[src/sv/scrf_pkg.sv]
// ----------------------------------------------------------------------------
// scrf_pkg
// Types and constants shared by the serial controller register file modules.
// ----------------------------------------------------------------------------
package scrf_pkg;

    // one bus access or baud tick
    typedef struct packed {
        logic       no_op;
        logic       port;
        logic       channel;
        logic [1:0] action;
        logic [7:0] value;
    } scrf_item_t;

    // events that one channel's write raises for every channel
    typedef struct packed {
        logic wr2;
        logic rst_a;
        logic rst_b;
        logic rst_hard;
    } scrf_event_t;

    localparam logic [1:0] ACT_WRITE = 2'd0;
    localparam logic [1:0] ACT_READ  = 2'd1;
    localparam logic [1:0] ACT_TICK  = 2'd2;

    localparam logic PORT_CMD = 1'b0;

    localparam logic [7:0] REG_R0   = 8'd0;
    localparam logic [7:0] REG_WR2  = 8'd2;
    localparam logic [7:0] REG_WR3  = 8'd3;
    localparam logic [7:0] REG_WR4  = 8'd4;
    localparam logic [7:0] REG_WR5  = 8'd5;
    localparam logic [7:0] REG_WR6  = 8'd6;
    localparam logic [7:0] REG_WR7  = 8'd7;
    localparam logic [7:0] REG_WR8  = 8'd8;
    localparam logic [7:0] REG_WR9  = 8'h09;
    localparam logic [7:0] REG_WR11 = 8'h0B;
    localparam logic [7:0] REG_WR12 = 8'd12;
    localparam logic [7:0] REG_WR13 = 8'd13;
    localparam logic [7:0] REG_WR14 = 8'd14;
    localparam logic [7:0] REG_WR15 = 8'd15;

    localparam logic [1:0] WR9_RST_B  = 2'b01;
    localparam logic [1:0] WR9_RST_A  = 2'b10;
    localparam logic [1:0] WR9_RST_HW = 2'b11;

    localparam logic [7:0] WR4_RESET_BITS = 8'h04;
    localparam logic [7:0] WR11_RESET     = 8'h08;
    localparam logic [7:0] WR15_READ_MASK = 8'hfa;

    localparam int REGS_PER_CH = 16;

endpackage

[src/sv/scrf_channel.sv]
// ----------------------------------------------------------------------------
// scrf_channel
// One channel: register pointer, write registers, transmit holding byte and
// the baud rate generator.
// ----------------------------------------------------------------------------
module scrf_channel
    import scrf_pkg::*;
#(
    parameter int IDX = 0
)
(
    input  logic        clk,
    input  logic        rst_n,
    input  logic        advance,
    input  logic        hit,
    input  scrf_item_t  item,
    input  scrf_event_t glob,
    output scrf_event_t ev,
    output logic [7:0]  read_data,
    output logic        baud_pulse
);

    logic [7:0]  regs_reg [REGS_PER_CH];
    logic [7:0]  regs_next [REGS_PER_CH];
    logic [7:0]  sel_reg, sel_next;
    logic        armed_reg, armed_next;
    logic        tx_empty_reg, tx_empty_next;
    logic [7:0]  tx_hold_reg, tx_hold_next;
    logic [15:0] count_reg, count_next;
    logic        ff_reg, ff_next;

    logic        is_write;
    logic        is_read;
    logic        is_tick;
    logic        store_en;
    logic        soft_me;
    logic [15:0] time_const;

    assign is_write = hit && item.action == ACT_WRITE && item.port == PORT_CMD;
    assign is_read  = hit && item.action == ACT_READ && item.port == PORT_CMD && !item.no_op;
    assign is_tick  = hit && item.action == ACT_TICK;
    assign store_en = is_write && armed_reg;
    assign time_const = {regs_reg[REG_WR13[3:0]], regs_reg[REG_WR12[3:0]]};

    assign ev.wr2      = store_en && sel_reg == REG_WR2;
    assign ev.rst_b    = store_en && sel_reg == REG_WR9 && item.value[7:6] == WR9_RST_B;
    assign ev.rst_a    = store_en && sel_reg == REG_WR9 && item.value[7:6] == WR9_RST_A;
    assign ev.rst_hard = store_en && sel_reg == REG_WR9 && item.value[7:6] == WR9_RST_HW;

    assign soft_me = glob.rst_hard || (glob.rst_a && IDX == 0) || (glob.rst_b && IDX == 1);

    always_comb
    begin
        regs_next     = regs_reg;
        sel_next      = sel_reg;
        armed_next    = armed_reg;
        tx_empty_next = tx_empty_reg;
        tx_hold_next  = tx_hold_reg;
        count_next    = count_reg;
        ff_next       = ff_reg;
        read_data     = 8'd0;
        baud_pulse    = 1'b0;

        if (is_write)
        begin
            if (!armed_reg)
            begin
                sel_next   = item.value;
                armed_next = 1'b1;
            end
            else
            begin
                sel_next   = 8'd0;
                armed_next = 1'b0;
                case (sel_reg)
                    REG_WR3, REG_WR4, REG_WR5, REG_WR6, REG_WR7,
                    REG_WR11, REG_WR12, REG_WR13, REG_WR15:
                    begin
                        regs_next[sel_reg[3:0]] = item.value;
                    end
                    REG_WR8:
                    begin
                        tx_hold_next  = item.value;
                        tx_empty_next = 1'b0;
                    end
                    REG_WR14:
                    begin
                        regs_next[REG_WR14[3:0]] = item.value;
                        // generator enable rising: restart from time constant
                        if (!regs_reg[REG_WR14[3:0]][0] && item.value[0])
                        begin
                            count_next = time_const;
                            ff_next    = 1'b1;
                        end
                    end
                    default:
                    begin
                    end
                endcase
            end
        end
        else if (is_read)
        begin
            sel_next   = 8'd0;
            armed_next = 1'b0;
            case (sel_reg)
                REG_R0:   read_data = {5'd0, tx_empty_reg, 2'd0};
                REG_WR2:  read_data = regs_reg[REG_WR2[3:0]];
                REG_WR12: read_data = regs_reg[REG_WR12[3:0]];
                REG_WR9, REG_WR13: read_data = regs_reg[REG_WR13[3:0]];
                REG_WR11, REG_WR15: read_data = regs_reg[REG_WR15[3:0]] & WR15_READ_MASK;
                default:  read_data = 8'd0;
            endcase
        end
        else if (is_tick)
        begin
            if (regs_reg[REG_WR14[3:0]][0])
            begin
                if (count_reg == 16'd0)
                begin
                    count_next = time_const;
                    ff_next    = !ff_reg;
                    baud_pulse = ff_reg;
                end
                else
                begin
                    count_next = count_reg - 16'd1;
                end
            end
        end

        if (glob.wr2)
        begin
            regs_next[REG_WR2[3:0]] = item.value;
        end

        if (glob.rst_hard)
        begin
            for (int n = 0; n < REGS_PER_CH; n++)
            begin
                regs_next[n] = 8'd0;
            end
            regs_next[REG_WR11[3:0]] = WR11_RESET;
        end

        // channel reset keeps the pointer and the holding byte
        if (soft_me)
        begin
            regs_next[REG_WR4[3:0]] = regs_next[REG_WR4[3:0]] | WR4_RESET_BITS;
            tx_empty_next = 1'b1;
            count_next    = {regs_next[REG_WR13[3:0]], regs_next[REG_WR12[3:0]]};
            ff_next       = 1'b1;
        end
    end

    always_ff @(posedge clk or negedge rst_n)
    begin
        if (!rst_n)
        begin
            for (int n = 0; n < REGS_PER_CH; n++)
            begin
                regs_reg[n] <= 8'd0;
            end
            regs_reg[REG_WR4[3:0]]  <= WR4_RESET_BITS;
            regs_reg[REG_WR11[3:0]] <= WR11_RESET;
            sel_reg      <= 8'd0;
            armed_reg    <= 1'b0;
            tx_empty_reg <= 1'b1;
            tx_hold_reg  <= 8'd0;
            count_reg    <= 16'd0;
            ff_reg       <= 1'b1;
        end
        else if (advance)
        begin
            regs_reg     <= regs_next;
            sel_reg      <= sel_next;
            armed_reg    <= armed_next;
            tx_empty_reg <= tx_empty_next;
            tx_hold_reg  <= tx_hold_next;
            count_reg    <= count_next;
            ff_reg       <= ff_next;
        end
    end

    a_hard_reset_wr11: assert property (@(posedge clk) disable iff (!rst_n)
        advance && glob.rst_hard |=> regs_reg[REG_WR11[3:0]] == WR11_RESET)
        else $error("wr11 not restored by hardware reset");

    a_pulse_toggles: assert property (@(posedge clk) disable iff (!rst_n)
        advance && baud_pulse |=> !ff_reg && count_reg == $past(time_const))
        else $error("baud pulse without flip-flop toggle and reload");

    a_select_arms: assert property (@(posedge clk) disable iff (!rst_n)
        advance && is_write && !armed_reg |=> armed_reg && sel_reg == $past(item.value))
        else $error("pointer not armed after selection");

    a_reset_tx_empty: assert property (@(posedge clk) disable iff (!rst_n)
        advance && soft_me |=> tx_empty_reg && ff_reg)
        else $error("channel reset did not set tx empty");

endmodule

[src/sv/serial_controller_register_file.sv]
// ----------------------------------------------------------------------------
// serial_controller_register_file
// Command-port register interface and baud generators of a two-channel
// serial controller.
// ----------------------------------------------------------------------------
// Every accepted word (bus write, bus read or baud tick) gives exactly one
// result word. Words pass through an input register and a result register:
// the channel update and the result are computed between the two, and the
// result register loads a word from the input register once the result side
// is empty or being read, and a new word is taken in every
// cycle while the result side keeps up. Channel state changes when a word
// moves into the result register, so each word sees all earlier words. There
// is no clearing pass after reset.
module serial_controller_register_file
    import scrf_pkg::*;
#(
    parameter int NUM_CHANNELS = 2
)
(
    input  logic        clk,
    input  logic        rst_n,
    input  logic        s_axis_tvalid,
    output logic        s_axis_tready,
    input  logic [7:0]  s_axis_tdata,   // value
    input  logic [4:0]  s_axis_tuser,   // action[1:0], channel, port, no_op
    output logic        m_axis_tvalid,
    input  logic        m_axis_tready,
    output logic [15:0] m_axis_tdata    // read_data[7:0], baud_pulse, zero pad
);

    logic        in_valid_reg;
    scrf_item_t  in_item_reg;
    logic        out_valid_reg;
    logic [15:0] out_data_reg;
    logic        advance;

    scrf_event_t ev [NUM_CHANNELS];
    logic [7:0]  rd_ch [NUM_CHANNELS];
    logic        pulse_ch [NUM_CHANNELS];
    scrf_event_t glob;
    logic [7:0]  rd_any;
    logic        pulse_any;

    assign advance       = in_valid_reg && (!out_valid_reg || m_axis_tready);
    assign s_axis_tready = !in_valid_reg || advance;
    assign m_axis_tvalid = out_valid_reg;
    assign m_axis_tdata  = out_data_reg;

    always_ff @(posedge clk or negedge rst_n)
    begin
        if (!rst_n)
        begin
            in_valid_reg <= 1'b0;
        end
        else if (s_axis_tready)
        begin
            in_valid_reg <= s_axis_tvalid;
        end
    end

    always_ff @(posedge clk)
    begin
        if (s_axis_tready && s_axis_tvalid)
        begin
            in_item_reg.value   <= s_axis_tdata;
            in_item_reg.action  <= s_axis_tuser[1:0];
            in_item_reg.channel <= s_axis_tuser[2];
            in_item_reg.port    <= s_axis_tuser[3];
            in_item_reg.no_op   <= s_axis_tuser[4];
        end
    end

    genvar g;
    generate
        for (g = 0; g < NUM_CHANNELS; g++)
        begin : g_ch
            scrf_channel #(
                .IDX(g)
            ) u_channel (
                .clk        (clk),
                .rst_n      (rst_n),
                .advance    (advance),
                .hit        (in_item_reg.channel == 1'(g)),
                .item       (in_item_reg),
                .glob       (glob),
                .ev         (ev[g]),
                .read_data  (rd_ch[g]),
                .baud_pulse (pulse_ch[g])
            );
        end
    endgenerate

    // only the addressed channel raises events or returns data
    always_comb
    begin
        glob      = '0;
        rd_any    = 8'd0;
        pulse_any = 1'b0;
        for (int i = 0; i < NUM_CHANNELS; i++)
        begin
            glob.wr2      = glob.wr2 | ev[i].wr2;
            glob.rst_a    = glob.rst_a | ev[i].rst_a;
            glob.rst_b    = glob.rst_b | ev[i].rst_b;
            glob.rst_hard = glob.rst_hard | ev[i].rst_hard;
            rd_any        = rd_any | rd_ch[i];
            pulse_any     = pulse_any | pulse_ch[i];
        end
    end

    always_ff @(posedge clk or negedge rst_n)
    begin
        if (!rst_n)
        begin
            out_valid_reg <= 1'b0;
        end
        else if (advance)
        begin
            out_valid_reg <= 1'b1;
        end
        else if (m_axis_tready)
        begin
            out_valid_reg <= 1'b0;
        end
    end

    always_ff @(posedge clk)
    begin
        if (advance)
        begin
            out_data_reg <= {7'd0, pulse_any, rd_any};
        end
    end

endmodule
[config.mk]
export PLATFORM = sky130hd
export DESIGN_NAME = serial_controller_register_file
export DESIGN_NICKNAME = d
export VERILOG_FILES = /design/src/sv/scrf_pkg.sv /design/src/sv/scrf_channel.sv /design/src/sv/serial_controller_register_file.sv
export SDC_FILE = /design/constraint.sdc
export NUM_CORES = 1
export LEC_CHECK = 0
export ABC_AREA = 1
export BUFFER_PORTS_ARGS = -buffer_cell sky130_fd_sc_hd__buf_2
export CORE_MARGIN = 4
export CORE_UTILIZATION = 40
export DETAILED_ROUTE_END_ITERATION = 10
export PLACE_DENSITY = 0.64
export SLEW_MARGIN = 0
export SYNTH_ARGS = -nofsm -noshare
export SYNTH_HDL_FRONTEND = slang
export SYNTH_SLANG_ARGS = --single-unit
[constraint.sdc]
create_clock -name clk -period 2.25 [get_ports clk]
set_input_delay 0.225 -clock clk [delete_from_list [all_inputs] [get_ports clk]]
set_output_delay 0.225 -clock clk [all_outputs]
set_load 0.01 [all_outputs]
# After elaboration in Yosys (flattened, before gate mapping)
# Index checks and enable logic that the tools add are counted.
totals:
  register_bits: 334
  inputBits: 17
  output_inout_bits: 18
classes:
  magnitude_cmp: 4
  n_reduce_logical: 103
  n_mux: 96
  n_addsub: 2
  bitwise: 10
  eq_ne: 39
op_table:
  columns: ["op", "n"]
  rows:
  - ["2-to-1 mux 128 bit", 6]
  - ["2-to-1 mux 16 bit", 18]
  - ["bitwise mux 128 bit", 2]
  - ["2-to-1 mux 112 bit", 2]
  - ["2-to-1 mux 8 bit", 16]
  - ["== test 8 x 4 -> 1 bit, second input constant", 14]
  - ["case mux 8 bit (5 select lines)", 2]
  - ["demux 8 bit (select 4 bit)", 2]
  - ["== test 8 x 3 -> 1 bit, second input constant", 8]
  - ["nonzero test 3 bit", 20]
  - ["2-to-1 mux 1 bit", 44]
  - ["AND reduction 4 bit", 10]
  - ["== test 8 x 2 -> 1 bit, second input constant", 4]
  - ["logical NOT 16 bit", 2]
  - ["case mux 8 bit (2 select lines)", 2]
  - ["subtractor 16 x 1 -> 16 bit, second input constant", 2]
  - ["logical AND 1 bit", 30]
  - ["nonzero test 2 bit", 15]
  - ["OR reduction 9 bit", 2]
  - ["logical NOT 8 bit", 2]
  - ["AND reduction 8 bit", 2]
  - ["AND reduction 7 bit", 2]
  - ["inequality test 3 x 2 -> 1 bit, second input constant", 4]
  - ["inequality test 3 bit, second input constant", 4]
  - ["other kinds (14)", 39]

# Logic depth before layout (Yosys ltp)
# Gate-level depths: netlist (run 1).
depth:
  ltp_word: 12
  depth_mapped: 14
  depth_no_buf: 14

# Cells and area by module
# Synthesis (run 1) repeated with hierarchy kept, for this count alone.
hier_totals:
  hier_cells: 1153
  hier_area_um2: 8545.7
by_module_without_submodules:
  columns: ["module", "area_per_inst_um2", "cells_each", "seq_area_each_um2", "instances"]
  rows:
  - ["scrf_channel (g_ch[0].u_channel)", 3834.9, 542, 1453.9, 1]
  - ["scrf_channel (g_ch[1].u_channel)", 3813.7, 555, 1453.9, 1]
  - ["serial_controller_register_file", 897.1, 56, 710.7, 1]

# Worst setup path after synthesis (run 1)
# No wires, ideal clock.
synth_path:
  kind: "reg2reg"
  start: "reg in_item_reg[9] (netlist bit)"
  end: "reg g_ch[1].u_channel.count_reg[13]"
  path_buffers: 2
  arrival_time_ps: 1741
  stages_incl_launch_ff: 13
  setup_ps: 116
  path_slack_ps: 393
  path_cell_list: "edfxtp_1 > nor2_2 > nand2_4 > nor2_8 > nand3_2 > nand2_2 > nand3_2 > buf_2 > buf_2 > nand3_1 > nand2_1 > nand2_1 > nand2_1"
synth_between:
  elab_chain_cells: 10
  word_cells_on_any_way: 33
  classes_between: "6 x eq/ne; 4 x mux; 2 x bitwise; 21 x reduce/logical"
synth_lines:
  columns: ["element", "line_no", "text"]
  rows:
  - ["start, declared", "serial_controller_register_file.sv:32", "scrf_item_t in_item_reg;"]
  - ["logical NOT 2 bit", "scrf_channel.sv:39", "assign is_write = hit && item.action == ACT_WRITE && item.port == PORT_CMD;"]
  - ["logical AND 1 bit (2 in a row)", "scrf_channel.sv:39", null]
  - ["logical AND 1 bit", "scrf_channel.sv:42", "assign store_en = is_write && armed_reg;"]
  - ["logical AND 1 bit", "scrf_channel.sv:46, scrf_channel.sv:48", null]
  - ["logical AND 1 bit, on equally long branches", "scrf_channel.sv:48, scrf_channel.sv:46", null]
  - ["bitwise OR 1 bit, on equally long branches", "serial_controller_register_file.sv:104, serial_controller_register_file.sv:103", null]
  - ["logical OR 1 bit", "scrf_channel.sv:50", "assign soft_me = glob.rst_hard || (glob.rst_a && IDX == 0) || (glob.rst_b && IDX == 1);"]
  - ["inequality test 3 x 2 -> 1 bit (no line), or another cell as far along", null, null]
  - ["AND reduction 7 bit (no line)", null, null]
  - ["end signal, assigned", "scrf_channel.sv:180", "count_reg <= count_next;"]
  - ["end, declared", "scrf_channel.sv:29", "logic [15:0] count_reg, count_next;"]
# Parallel ways exist; a longest one is shown, timed or not. The select of a mux whose other input is x is not followed.
# A chain may end at the register's enable or synchronous reset.

# Final worst setup path (run 1)
layout_path:
  start: "reg g_ch[0].u_channel.sel_reg[1]"
  end: "reg g_ch[1].u_channel.count_reg[5]"
layout_between:
  elab_chain_cells: 7
  word_cells_on_any_way: 16
  classes_between: "5 x eq/ne; 2 x mux; 2 x bitwise; 7 x reduce/logical"
layout_lines:
  columns: ["element", "line_no", "text"]
  rows:
  - ["start, declared", "scrf_channel.sv:25", "logic [7:0] sel_reg, sel_next;"]
  - ["start signal, assigned", "scrf_channel.sv:176", "sel_reg <= sel_next;"]
  - ["== test 8 x 4 -> 1 bit *", "scrf_channel.sv:46, scrf_channel.sv:48", null]
  - ["logical AND 1 bit *", "scrf_channel.sv:46, scrf_channel.sv:48", null]
  - ["logical AND 1 bit, on equally long branches", "scrf_channel.sv:48, scrf_channel.sv:46", null]
  - ["bitwise OR 1 bit, on equally long branches", "serial_controller_register_file.sv:104, serial_controller_register_file.sv:103", null]
  - ["logical OR 1 bit", "scrf_channel.sv:50", null]
  - ["inequality test 3 x 2 -> 1 bit (no line), or another cell as far along", null, null]
  - ["AND reduction 7 bit (no line)", null, null]
# Every way passes the cells marked *; elsewhere a longest branch is shown, timed or not.

==> qor.csv, run 1 <==
metric,value,unit
diode count,0,
R2R Path Start,g_ch[0].u_channel.sel_reg[1],
die area,23500,sq um
clock sinks,140,
slew margin rel.,53.5,%
Avg Inst Size Synth,7.06,sq um
Setup Skew,15.9,ps
vias in the first global route,7394,
count of filler cells inserted in the layout,2040,
Synth cell types,40,
initial antenna violation count,0,
sequential share of power,32.9,%
CTS root buf,clkbuf_16,
nets,1279,
minimum clock period,2130,ps
worst hold start,s_axis_tvalid,
Largest register FFs,62,
Max clock buf depth,2,
pin count of the biggest net entering global routing,66,
Hold Crit Depth,3,
largest family of logic cells by synthesized area,simple AND/OR/NAND/NOR gates,
multiplexer share of the synthesized area,0,%
"Arr. time, crit path",2480,ps
die height,153,microns
WL final,24.8,mm
hold worst-path end,in_valid_reg,
initial drt markers,918,
Syn Inst Count,1198,
hold crit path type,in -> reg,
insertion delay to the later sink of the worst-skew pair,430,ps
CP startpoint kind,register,
area grow syn2layout,17.2,%
reg2reg end,g_ch[1].u_channel.count_reg[5],
vias per cell,5.27,
Crit. End Element,register,
highest clock rate,469,MHz
gr ovfl total,0,
R2R depth,12,
"area leader, netlist",dfrtp_1,
sequential cell area fraction in the yosys report,42.8,%
Post-synth ARST share,84.3,%
clock transition at the registers of the reported paths,60,ps
max-slew violations,0,
Post-Synth Simple-Gate Area,33.7,%
most common cell in the synthesized netlist,nand2_1,
first-pass GRT wire length,39.8,mm
vias,8116,
Max rail drop VDD,0.000597,V
Synth Area in Compound Gates,11.6,%
HPWL Detailed,17.4,mm
Max Cap Viol,0,
xor/xnor share of the synthesized area,1.66,%
combinational power share,37.4,%
Seq cells post-synth,140,
total power draw,10.6,mW
Layout Cells excl Fill,1541,
Fin. Hold Viols,0,
ranking of synthesized cells by area,"dfrtp_1, nand2_1, edfxtp_1",
flop2flop setup slack,120,ps
critical path peak fanout,31,
synthesized cell area,8450,sq um
Commonest cells post-synth,"nand2_1, inv_1, nor2_1, dfrtp_1, o21ai_0",
run status,completed,
starting density of the core,41.3,%
per-cell routed wire length,16.1,microns
Final period util,94.8,%
I/O Buffers,27,
Tightest Pin Transition,698,ps
final core occ,48.4,%
site row count,52,
internal power,6.49,mW
Sw Pwr,4.13,mW
power share of the clock group,29.6,%
adder-cell share of the synthesized area,0.592,%
Sw Share,38.9,%
GP Congestion,0.919,
Pwr Density,1070,nW/um^2
overall routing resource usage,21.0,%
share of cells above drive strength 1,11.1,%
Pleak,4.87,nW
Core Footprint,20500,sq um
# DRC,0,
Crit Path Class,reg -> reg,
Yosys Warn Count,0,
drt pass-1 iters,5,
total CTS buffers,17,
die width,153,microns
num ports,35,
Post-DRT Antenna Nets,0,
Synth Flop Type,dfrtp_1,
Cells after DPL,1492,
Synth top area share,33.7,%
Setup-failing EPs final,0,
CTS tree,done,
"EDFF count, synth",22,
CTS HTree Levels,4,
worst path required time,2600,ps
## how the worst max path moves through the flow
| stage | to | startpoint | depth (start not counted) | slack, ps |
|---|---|---|---|---|
| after floorplan | g_ch[1].u_channel.count_reg[13] | in_item_reg[9] | 12 | 390 |
| after global routing | g_ch[1].u_channel.count_reg[9] | g_ch[0].u_channel.sel_reg[1] | 12 | -7 |
| after CTS | g_ch[0].u_channel.count_reg[11] | in_item_reg[9] | 12 | 90 |
| after global placement | g_ch[1].u_channel.count_reg[12] | g_ch[1].u_channel.count_reg[0] | 11 | -7 |
| final | g_ch[1].u_channel.count_reg[5] | g_ch[0].u_channel.sel_reg[1] | 12 | 120 |
| after detailed placement | g_ch[1].u_channel.count_reg[12] | g_ch[1].u_channel.count_reg[0] | 11 | -30 |
## cell usage in the layout (no fill, tap or decap), types with 22 or more instances in the layout
cell type and n:
nor2_1 113, a21oi_1 32, edfxtp_1 22, nand2_1 374
dfrtp_1 113, o21ai_0 84, inv_1 146, o22ai_1 41
buf_2 26, buf_4 36, nand4_1 44, nand3_1 80
## worst max-delay path, stage by stage, from the launching register on
cell	delay [ps]
dfrtp_2	450
inv_1	100
nand2_1	150
nor3_2	250
nand2_1	90
nand2_2	120
nand2_1	160
nand3_1	140
nand2_1	60
buf_4	230
inv_1	110
nor2_1	50
a21oi_1	120
## metal layers
| metal | vias up | wire [microns] | global-route usage (%) |
|---|---|---|---|
| li1 | 4004 | - | - |
| met1 | 3776 | 12100 | 32.1 |
| met2 | 291 | 10400 | 30.0 |
| met3 | 45 | 1800 | 3.96 |
| met4 | 0 | 517 | 6.52 |
| met5 | - | 0 | 0 |
## kinds of logic after synthesis
| group | after synthesis |
|---|---|
| flops | 140 |
| simple gates | 658 |
| fa+ha+maj | 4 |
| buf+inv | 200 |
| compound gates | 179 |
| xor+xnor | 16 |
| other cells | 1 |
## timing repair
item | CTS | global route
resized for setup | 2 | 14
hold buffers | 14 | 0
setup endpoints to repair | 6 | 65
hold endpoints to repair | 51 | 0
setup buffers | 0 | 3
pin swaps | 0 | 1
## stage by stage
stage / setup TNS, ps / worst slack [ps] / hold slack (ps) / instance area [sq um]
floorplan: 0 / 393 / -70.6 / 8480
global placement: -6.65 / -6.65 / 280 / 9050
detailed placement: -32.5 / -30.6 / 277 / 9050
CTS: 0 / 86.1 / 14.8 / 9840
global route: -17.7 / -7.46 / 55.9 / 9910
finish: 0 / 116 / 19.7 / 9910
## layout make-up
cell class	instances	area [sq um]	share of cell area (%)
clock buffer	21	460	4.65
timing repair buffer	81	632	6.38
inverter	154	586	5.91
sequential	140	3620	36.5
multi-input combinational	864	4090	41.2
clock inverter	11	190	1.92
tap	270	338	3.41
## power by group through the flow
stage | logic, mW | clock network [mW] | registers [mW]
final | 3.98 | 3.15 | 3.50
after global routing | 4.49 | 3.31 | 3.57
after CTS | 3.81 | 3.20 | 3.49
after detailed placement | 3.75 | 0 | 3.52
after global placement | 3.70 | 0 | 3.52
after floorplan | 2.92 | 0 | 3.42
No activity file was read; power rests on OpenSTA's default activity.
==> run 2, diff against run 1 <==
==> constraint.sdc (replaced) <==
create_clock -name clk -period 2.15 [get_ports clk]
set_input_delay 0.215 -clock clk [delete_from_list [all_inputs] [get_ports clk]]
set_output_delay 0.215 -clock clk [all_outputs]
set_load 0.01 [all_outputs]
==> qor.csv, run 2 (synthesis gave the netlist of run 1 again) <==
metric,value,unit,change
slowest cell delay on critical path,420,ps,-30 ps
met2 usage,30.7,%,+0.69 points
Cells after DPL,1507,,+1.0%
Max clock buf depth,2,,unchanged
Pwr Density,1130,nW/um^2,+5.8%
top cell family by delay on the critical path,simple AND/OR/NAND/NOR gates,,
Setup-failing EPs final,0,,unchanged
diode count,0,,unchanged
count of filler cells inserted in the layout,2030,,-0.49%
initial antenna violation count,0,,unchanged
Reg area,3620,sq um,unchanged
site row count,52,,unchanged
CTS tree,done,,
die height,153,microns,unchanged
dpl cell area,9150,sq um,+1.1%
# DRC,0,,unchanged
Min Hold Slack,73.1,ps,+53.4 ps
total power draw,11.5,mW,+7.8%
Crit Path Class,reg -> reg,,
Max rail drop VDD,0.000665,V,+11%
slowest CP cell,edfxtp_1,,
GP Congestion,0.905,,-1.4%
slew margin rel.,55.6,%,+2.1 points
starting density of the core,41.3,%,unchanged
RSZ-0062 raised after global routing,yes,,
total CTS buffers,17,,unchanged
Final period util,93.5,%,-1.3 points
first-pass GRT wire length,40.1,mm,+0.84%
Largest register FFs,62,,unchanged
CTS root buf,clkbuf_16,,
nets,1296,,+1.3%
Max Cap Viol,0,,unchanged
run status,completed,,
multi-input logic area,4120,sq um,+0.86%
Core Footprint,20500,sq um,unchanged
most used routing layer,met1,,
Final Worst Setup Slack,139,ps,+23.6 ps
highest clock rate,497,MHz,+6.1%
worst path required time,2510,ps,-90 ps
clock sinks,140,,unchanged
HPWL Detailed,17.7,mm,+1.7%
vias per cell,5.28,,+0.20%
global routing usage on met1,30.9,%,-1.2 points
vias in the first global route,7611,,+2.9%
gr ovfl total,0,,unchanged
Fin. Hold Viols,0,,unchanged
insertion delay to the later sink of the worst-skew pair,430,ps,about the same
CTS HTree Levels,4,,unchanged
crit-path most repeated cell,nand2_1,,
Setup Skew,9.84,ps,-6.04 ps
"Arr. time, crit path",2370,ps,-110 ps
die area,23500,sq um,unchanged
final instance area,10100,sq um,+1.9%
initial drt markers,917,,-0.11%
overall routing resource usage,21.1,%,+0.049 points
Post-DRT Antenna Nets,0,,unchanged
I/O Buffers,27,,unchanged
vias,8217,,+1.2%
met3 Use GR,5.00,%,+1.0 points
clock transition at the registers of the reported paths,60,ps,about the same
hold crit path type,in -> reg,,
Levels on crit path,13,,+1
pre-CTS setup slack,-96.2,ps,-65.6 ps
minimum clock period,2010,ps,-124 ps
"most common cell after layout, fill and taps aside",nand2_1,,
pin count of the biggest net entering global routing,81,,+23%
die width,153,microns,unchanged
critical path peak fanout,14,,-55%
per-cell routed wire length,16.0,microns,-0.74%
Hold Crit Depth,4,,+1
Tightest Pin Transition,666,ps,-31.8 ps
CP startpoint kind,register,,
R2R depth,13,,+1
area grow syn2layout,19.4,%,
share of cells above drive strength 1,12.7,%,+1.6 points
num ports,35,,unchanged
crit path cell chain,nor2_2 > buf_4 > nand2_4 > nor2_8 > nand3_2 > nand2_2 > nand2_4 > nand3_1 > nand2_1 > buf_4 > a21oi_1 > nand2_1 > nand2_1,,
drt pass-1 iters,5,,unchanged
WL final,24.9,mm,+0.29%
Crit. End Element,register,,
Layout Cells excl Fill,1557,,+1.0%
max-slew violations,0,,unchanged
Pleak,4.96,nW,+2.0%
Critical path buffers and inverters,2,,-1
"commonest cells after routing, fill and taps aside","nand2_1, inv_1, dfrtp_1",,
run 2: stage by stage:
stage / util, % / TNS (ps)
after floorplan: - / 0
after global placement: 44.6 / -63.4
after detailed placement: 44.6 / -281
after CTS: 48.6 / 0
after global routing: 49.3 / -6.96
final: 49.3 / 0
run 2: path summary, 6_finish.rpt:
path,from,to,slack (ps)
setup / recovery,in_item_reg[8],g_ch[0].u_channel.count_reg[11],140
hold reg to reg,g_ch[1].u_channel.regs_reg[106],g_ch[1].u_channel.regs_reg[106],480
max in group asynchronous,rst_n,g_ch[0].u_channel.count_reg[11],1160
hold / removal,m_axis_tready,m_axis_tvalid,70
min in group asynchronous,rst_n,g_ch[1].u_channel.sel_reg[7],230
setup reg to reg,in_item_reg[8],g_ch[0].u_channel.count_reg[11],140
run 2: power by group:
group | internal (mW) | switching [mW] | leakage [nW]
registers | 3.20 | 0.458 | 1.70
logic | 1.68 | 2.77 | 2.95
clock network | 2.19 | 1.16 | 0.313
run 2: timing repair:
item                       CTS  global route
gates cloned                 0             0
hold endpoints to repair    38             0
resized for setup            1            28
pin swaps                    0             3
hold buffers                15             0
buffers inserted             0             4
setup endpoints to repair   10            86
run 2: cell type report:
cell class / count / area share (%)
multi-input combinational: 864 / 40.8
sequential: 140 / 35.8
timing repair buffer: 98 / 7.66
inverter: 154 / 5.79
clock buffer: 19 / 4.39
tap: 270 / 3.35
clock inverter: 12 / 2.18
run 2: per-layer routing:
metal,part of all wire [%],wire length [microns]
met1,47,11700
met2,42,10600
met3,8.5,2120
met4,2.2,553
met5,0,0
run 2: tightest hold or removal path, delay by kind of cell:
family / cells / cell delay [ps]
and+or+nand+nor: 2 / 130
buffers and inverters: 2 / 110
